<file path="config.mk">
export PLATFORM = sky130hd
export DESIGN_NAME = dkda_encode
export DESIGN_NICKNAME = d
export VERILOG_FILES = /design/src/hdl/dkda_pkg.sv /design/src/hdl/dkda_encode.sv
export SDC_FILE = /design/constraint.sdc
export NUM_CORES = 1
export LEC_CHECK = 0
export CAP_MARGIN = 0
export CORE_MARGIN = 4
export CORE_UTILIZATION = 50
export DETAILED_ROUTE_END_ITERATION = 10
export DONT_BUFFER_PORTS = 1
export SLEW_MARGIN = 15
export SYNTH_ARGS = -nofsm -noshare
export SYNTH_HDL_FRONTEND = slang
export SYNTH_SLANG_ARGS = --single-unit
</file>
<file path="constraint.sdc">
create_clock -name vclk -period 6.2
set_input_delay 1.24 -clock vclk [all_inputs]
set_output_delay 1.24 -clock vclk [all_outputs]
set_load 0.03 [all_outputs]
</file>
<file path="src/hdl/dkda_pkg.sv">
`timescale 1ns / 1ps
`default_nettype none
// ----------------------------------------------------------------------------
// Direction key debounce package
// Shared codes, widths, register indexes and types of the direction key block.
// ----------------------------------------------------------------------------
package dkda_pkg;

  localparam int STICK_W    = 8;
  localparam int DIR_W      = 3;
  localparam int THRESH_W   = 7;
  localparam int DEBOUNCE_W = 8;
  localparam int REPEAT_W   = 12;
  localparam int STEADY_W   = 9;
  localparam int CFG_IDX_W  = 2;
  localparam int CFG_DATA_W = 12;

  localparam logic [DIR_W-1:0] CODE_NONE  = 3'd0;
  localparam logic [DIR_W-1:0] CODE_UP    = 3'd1;
  localparam logic [DIR_W-1:0] CODE_DOWN  = 3'd2;
  localparam logic [DIR_W-1:0] CODE_LEFT  = 3'd3;
  localparam logic [DIR_W-1:0] CODE_RIGHT = 3'd4;

  localparam logic [CFG_IDX_W-1:0] REG_STICK_THRESHOLD    = 2'd0;
  localparam logic [CFG_IDX_W-1:0] REG_DEBOUNCE_TICKS     = 2'd1;
  localparam logic [CFG_IDX_W-1:0] REG_REPEAT_FIRST_TICKS = 2'd2;
  localparam logic [CFG_IDX_W-1:0] REG_REPEAT_NEXT_TICKS  = 2'd3;

  localparam logic [THRESH_W-1:0]   RST_STICK_THRESHOLD    = 7'd60;
  localparam logic [DEBOUNCE_W-1:0] RST_DEBOUNCE_TICKS     = 8'd30;
  localparam logic [REPEAT_W-1:0]   RST_REPEAT_FIRST_TICKS = 12'd450;
  localparam logic [REPEAT_W-1:0]   RST_REPEAT_NEXT_TICKS  = 12'd150;

  typedef struct packed {
    logic signed [STICK_W-1:0] stick_x;
    logic signed [STICK_W-1:0] stick_y;
    logic                      key_up;
    logic                      key_down;
    logic                      key_left;
    logic                      key_right;
  } sample_t;

  typedef struct packed {
    logic [DEBOUNCE_W-1:0] debounce_ticks;
    logic [REPEAT_W-1:0]   repeat_first_ticks;
    logic [REPEAT_W-1:0]   repeat_next_ticks;
  } timing_cfg_t;

endpackage

`default_nettype wire

</file>
<file path="src/hdl/dkda_encode.sv">
`timescale 1ns / 1ps
`default_nettype none
// ----------------------------------------------------------------------------
// Direction priority encoder
// Turns one registered sample into a raw direction code, up first.
// ----------------------------------------------------------------------------
module dkda_encode
  import dkda_pkg::*;
(
  input  var sample_t             sample,
  input  wire [THRESH_W-1:0]      stick_threshold,
  output logic [DIR_W-1:0]        raw_code
);

  logic signed [STICK_W:0] x_ext;
  logic signed [STICK_W:0] y_ext;
  logic signed [STICK_W:0] th_pos;
  logic signed [STICK_W:0] th_neg;

  assign x_ext  = {sample.stick_x[STICK_W-1], sample.stick_x};
  assign y_ext  = {sample.stick_y[STICK_W-1], sample.stick_y};
  assign th_pos = {{(STICK_W + 1 - THRESH_W){1'b0}}, stick_threshold};
  assign th_neg = -th_pos;

  always_comb begin
    if (sample.key_up || (y_ext > th_pos)) begin
      raw_code = CODE_UP;
    end else if (sample.key_down || (y_ext < th_neg)) begin
      raw_code = CODE_DOWN;
    end else if (sample.key_left || (x_ext < th_neg)) begin
      raw_code = CODE_LEFT;
    end else if (sample.key_right || (x_ext > th_pos)) begin
      raw_code = CODE_RIGHT;
    end else begin
      raw_code = CODE_NONE;
    end
  end

endmodule

`default_nettype wire

</file>
# Word-level counts from Yosys, hierarchy flattened
# Cells that the tools add are included.
[op_classes]
addsub = 1
n_lt_le_gt_ge = 4
muxes = 4
reduce_logical = 4
[op_table]
columns = ["operator", "count"]
rows = [
  ["$lt 8x9->1", 2],
  ["$gt 8x8->1", 2],
  ["$mux 3", 4],
  ["$neg 7->9", 1],
  ["$logic_or 1x1->1", 4],
]
[totals]
ff_bits = 0

# Logic depth before layout (Yosys ltp)
[depth]
word_depth = 6
ltp_mapped = 12
ltp_nobuf = 12

# Least setup slack after synthesis
# Ideal clock, no wire load.
[synth_path]
path_kind = "input port to output port"
from = "input stick_threshold[2]"
to = "output raw_code[1]"
arrival_ns = 3.888
required_time_ns = 4.960
path_slack_ns = 1.072
stages = 10
n_path_buf = 0
path_cell_list = "or4_4 nor3_2 ha_1 nor2b_1 nor3b_1 o211ai_1 nand3_1 a211oi_1 a31o_1 nor3b_1"
[synth_between]
elab_chain_len = 6
word_cells_on_any_way = 10
cone_classes = "1 x add/sub; 3 x order compare; 3 x mux; 3 x reduce/logical"
[synth_rtl]
columns = ["element", "line_no", "source"]
rows = [
  ["from (decl)", "dkda_encode.sv:11", "input wire [THRESH_W-1:0] stick_threshold,"],
  ["$neg 7->9", "dkda_encode.sv:23", "assign th_neg = -th_pos;"],
  ["$lt 8x9->1", "dkda_encode.sv:30", "end else if (sample.key_left || (x_ext < th_neg)) begin"],
  ["$logic_or 1x1->1", "dkda_encode.sv:30", ""],
  ["$mux 3", "dkda_encode.sv:30", ""],
  ["$mux 3", "dkda_encode.sv:28", "end else if (sample.key_down || (y_ext < th_neg)) begin"],
  ["$mux 3 *", "dkda_encode.sv:26", "if (sample.key_up || (y_ext > th_pos)) begin"],
  ["to (decl)", "dkda_encode.sv:12", "output logic [DIR_W-1:0] raw_code"],
]
# Every way passes the cells marked *; elsewhere a longest branch is shown, timed or not.

# Worst setup path in the final report
[layout_path]
from = "input stick_threshold[2]"
to = "output raw_code[0]"
# Same word-level chain as after synthesis.

==> impl_metrics.json <==
{
  "category_of_the_worst_setup_path_launch_point": "input pin",
  "finalNetCount": 171,
  "number_of_antenna_violations_at_the_first_check_in_global_routing": 0,
  "highest_attainable_clock_frequency_mhz": 191,
  "synth_top_cell_area_share": 0.342,
  "fraction_of_final_layout_cells_with_drive_strength_greater_than_1": 0.0427,
  "port-buffer-count": 0,
  "fillers": 177,
  "type_of_the_most_critical_hold_path": "input pin to output pin",
  "post-route-min-period_ns": 5.24,
  "crit_fanout": 7,
  "first_pass_drt_iterations": 4,
  "critPathCaptureType": "output pin",
  "post_cts_resized": 0,
  "post_synthesis_instance_area_um2": 915,
  "pwr_density_cell_nw_per_um2": 60.4,
  "design.portCount": 30,
  "fin_worst_hold_slack_ns": 2.55,
  "worst_hold_startpoint": "sample[3]",
  "hold_end": "raw_code[2]",
  "seq_cells": 0,
  "start_util": 0.530,
  "grt_start_max_net_pins": 8,
  "layout.cells.most_common_list": "25 x sky130_fd_sc_hd__ha_1, 12 x sky130_fd_sc_hd__inv_1, 6 x sky130_fd_sc_hd__o21a_1, 6 x sky130_fd_sc_hd__a21oi_1",
  "design.core.area_um2": 1730,
  "totalWireLength_um": 2160,
  "synthTopCellsByArea": "sky130_fd_sc_hd__ha_1 34%, sky130_fd_sc_hd__inv_1 4.9%, sky130_fd_sc_hd__o21a_1 4.9%",
  "worst_hold_path.num_cells": 1,
  "timing.final.max_slew_violations": 0,
  "grt_pass1_vias": 870,
  "drt_iter0_drc": 8,
  "layout_commonest_cell": "sky130_fd_sc_hd__ha_1",
  "vias_per_cell": 6.08,
  "chipHeight_um": 50.8,
  "hpwlAfterDp_um": 1960,
  "hold_viol_final": 0,
  "final_global_route_overflow_total": 0,
  "synth_cells": 117,
  "synth.net_count": 169,
  "worst_ep_required_ns": 4.96,
  "timing.max_slew.rel_slack": 0.494,
  "chipWidth_um": 50.8,
  "antenna_cells_inserted": 0,
  "final_setup_viols": 0,
  "timing.setup.tns_ns": 0,
  "synth_cell_type_count": 40,
  "first_pass_grt_wire_length_um": 3740,
  "area_delta_synth_final_pct": 3.83,
  "ant_nets": 0,
  "critical_path_arrival_ns": 4.00,
  "yosysWarnings": 0,
  "regArea_um2": 0,
  "synth_sequential_area_ratio": 0,
  "cts_hold_buffers": 0,
  "timing.final.crit_share": 0.845,
  "syn_area_per_cell_um2": 7.82,
  "clockBufferCount": 0,
  "synth.largest_area_cell": "sky130_fd_sc_hd__ha_1",
  "postCtsSetupRepairBufs": 0,
  "global_route.usage.total": 0.179,
  "cellLeakagePower_nw": 0.427,
  "grt_setup_unrepaired": "false",
  "worst-slew-pin-transition_ns": 0.752,
  "via_count": 864,
  "place.gp.congestion": 0.823,
  "detail_route.wl_per_cell_um": 15.2,
  "die-area_um2": 2580,
  "cap_viol_max_count": 0,
  "max-vdd-ir-drop_uv": 31.9,
  "run_status": "finished, final reports clean",
  "drc": 0,
  "path_class": "input pin to output pin",
  "multi_input_area_um2": 866,
  "fp-row-count": 15
}
==> cells by family after synthesis <==
group,Yosys count,share of synthesized area
buf+inv,13,0.0533
fa+ha+maj,26,0.353
compound gates,32,0.246
xor+xnor,5,0.0479
simple gates,41,0.300
==> worst max-delay path, stage by stage <==
cell                       delay, ns
sky130_fd_sc_hd__or4_4          0.54
sky130_fd_sc_hd__nor3_2         0.39
sky130_fd_sc_hd__ha_1           0.36
sky130_fd_sc_hd__nor2b_1        0.20
sky130_fd_sc_hd__nor3b_1        0.10
sky130_fd_sc_hd__o211ai_1       0.11
sky130_fd_sc_hd__nand3_1        0.10
sky130_fd_sc_hd__a211oi_1       0.28
sky130_fd_sc_hd__and4b_1        0.23
sky130_fd_sc_hd__or3_1          0.46
==> routing by layer <==
| metal | share of wire | track usage | vias to the layer above |
|---|---|---|---|
| met1 | 0.51 | 0.251 | 390 |
| met4 | 0 | 0 | 0 |
| met2 | 0.44 | 0.309 | 21 |
| li1 | - | - | 453 |
| met3 | 0.054 | 0.0208 | 0 |
| met5 | 0 | 0 | - |
==> cell usage after synthesis <==
cell and n:
sky130_fd_sc_hd__nand4_1 1, sky130_fd_sc_hd__a41oi_1 1, sky130_fd_sc_hd__and4b_1 1, sky130_fd_sc_hd__nand4b_1 1, sky130_fd_sc_hd__a31o_1 1, sky130_fd_sc_hd__nand3_1 3
sky130_fd_sc_hd__o221ai_1 1, sky130_fd_sc_hd__and4_1 2, sky130_fd_sc_hd__nor4_2 1, sky130_fd_sc_hd__nand3b_1 3, sky130_fd_sc_hd__o211ai_1 2, sky130_fd_sc_hd__nor4_1 1
sky130_fd_sc_hd__ha_1 25, sky130_fd_sc_hd__clkbuf_1 1, sky130_fd_sc_hd__o2111ai_1 2, sky130_fd_sc_hd__nor4bb_1 1, sky130_fd_sc_hd__o21ai_1 1, sky130_fd_sc_hd__maj3_1 1
sky130_fd_sc_hd__nor3_1 3, sky130_fd_sc_hd__nor2b_1 5, sky130_fd_sc_hd__a21oi_1 6, sky130_fd_sc_hd__nand2b_1 1, sky130_fd_sc_hd__a2111oi_2 1, sky130_fd_sc_hd__or3_1 3
sky130_fd_sc_hd__a21o_1 1, sky130_fd_sc_hd__a211oi_1 1, sky130_fd_sc_hd__a211o_1 1, sky130_fd_sc_hd__o21ai_0 4, sky130_fd_sc_hd__or4_4 1, sky130_fd_sc_hd__a21boi_0 2
sky130_fd_sc_hd__nor3_2 1, sky130_fd_sc_hd__nor3b_1 5, sky130_fd_sc_hd__xnor2_1 4, sky130_fd_sc_hd__a31oi_1 2, sky130_fd_sc_hd__xor2_1 1, sky130_fd_sc_hd__o21a_1 6
sky130_fd_sc_hd__inv_1 12, sky130_fd_sc_hd__nor2_1 5, sky130_fd_sc_hd__and3b_1 1, sky130_fd_sc_hd__nand2_1 2
==> power by group <==
group / total [mW] / switching (mW) / internal [mW]
Combinational: 0.0574 / 0.0304 / 0.0270
Clock: 0 / 0 / 0
Sequential: 0 / 0 / 0
==> stage by stage <==
step	instances	total power [mW]	utilization	setup WS, ns	cell area (µm²)
after floorplan	117	0.0466	-	1.07	915
after global placement	142	0.0558	0.550	1.00	950
after detailed placement	142	0.0575	0.550	0.997	950
after CTS	142	0.0578	0.550	0.987	950
after global routing	142	0.0665	0.550	0.746	950
final	142	0.0574	0.550	0.959	950
==> how the worst max path moves through the flow <==
stage                            start     endpoint  slack [ns]  cells past startpoint
detailed placement  stick_threshold[2]  raw_code[0]         1.0                     10
floorplan           stick_threshold[2]  raw_code[1]        1.07                     10
CTS                 stick_threshold[2]  raw_code[0]        0.99                     10
finish              stick_threshold[2]  raw_code[0]        0.96                     10
global route        stick_threshold[2]  raw_code[0]        0.75                     10
global placement    stick_threshold[2]  raw_code[0]        1.00                     10
==> area by class of cell <==
type	count	share of cell area
inverter	12	0.0474
timing repair buffer	1	0.00791
tap	25	0.0329
multi-input combinational	104	0.912
No activity file was read; power rests on OpenSTA's default activity.
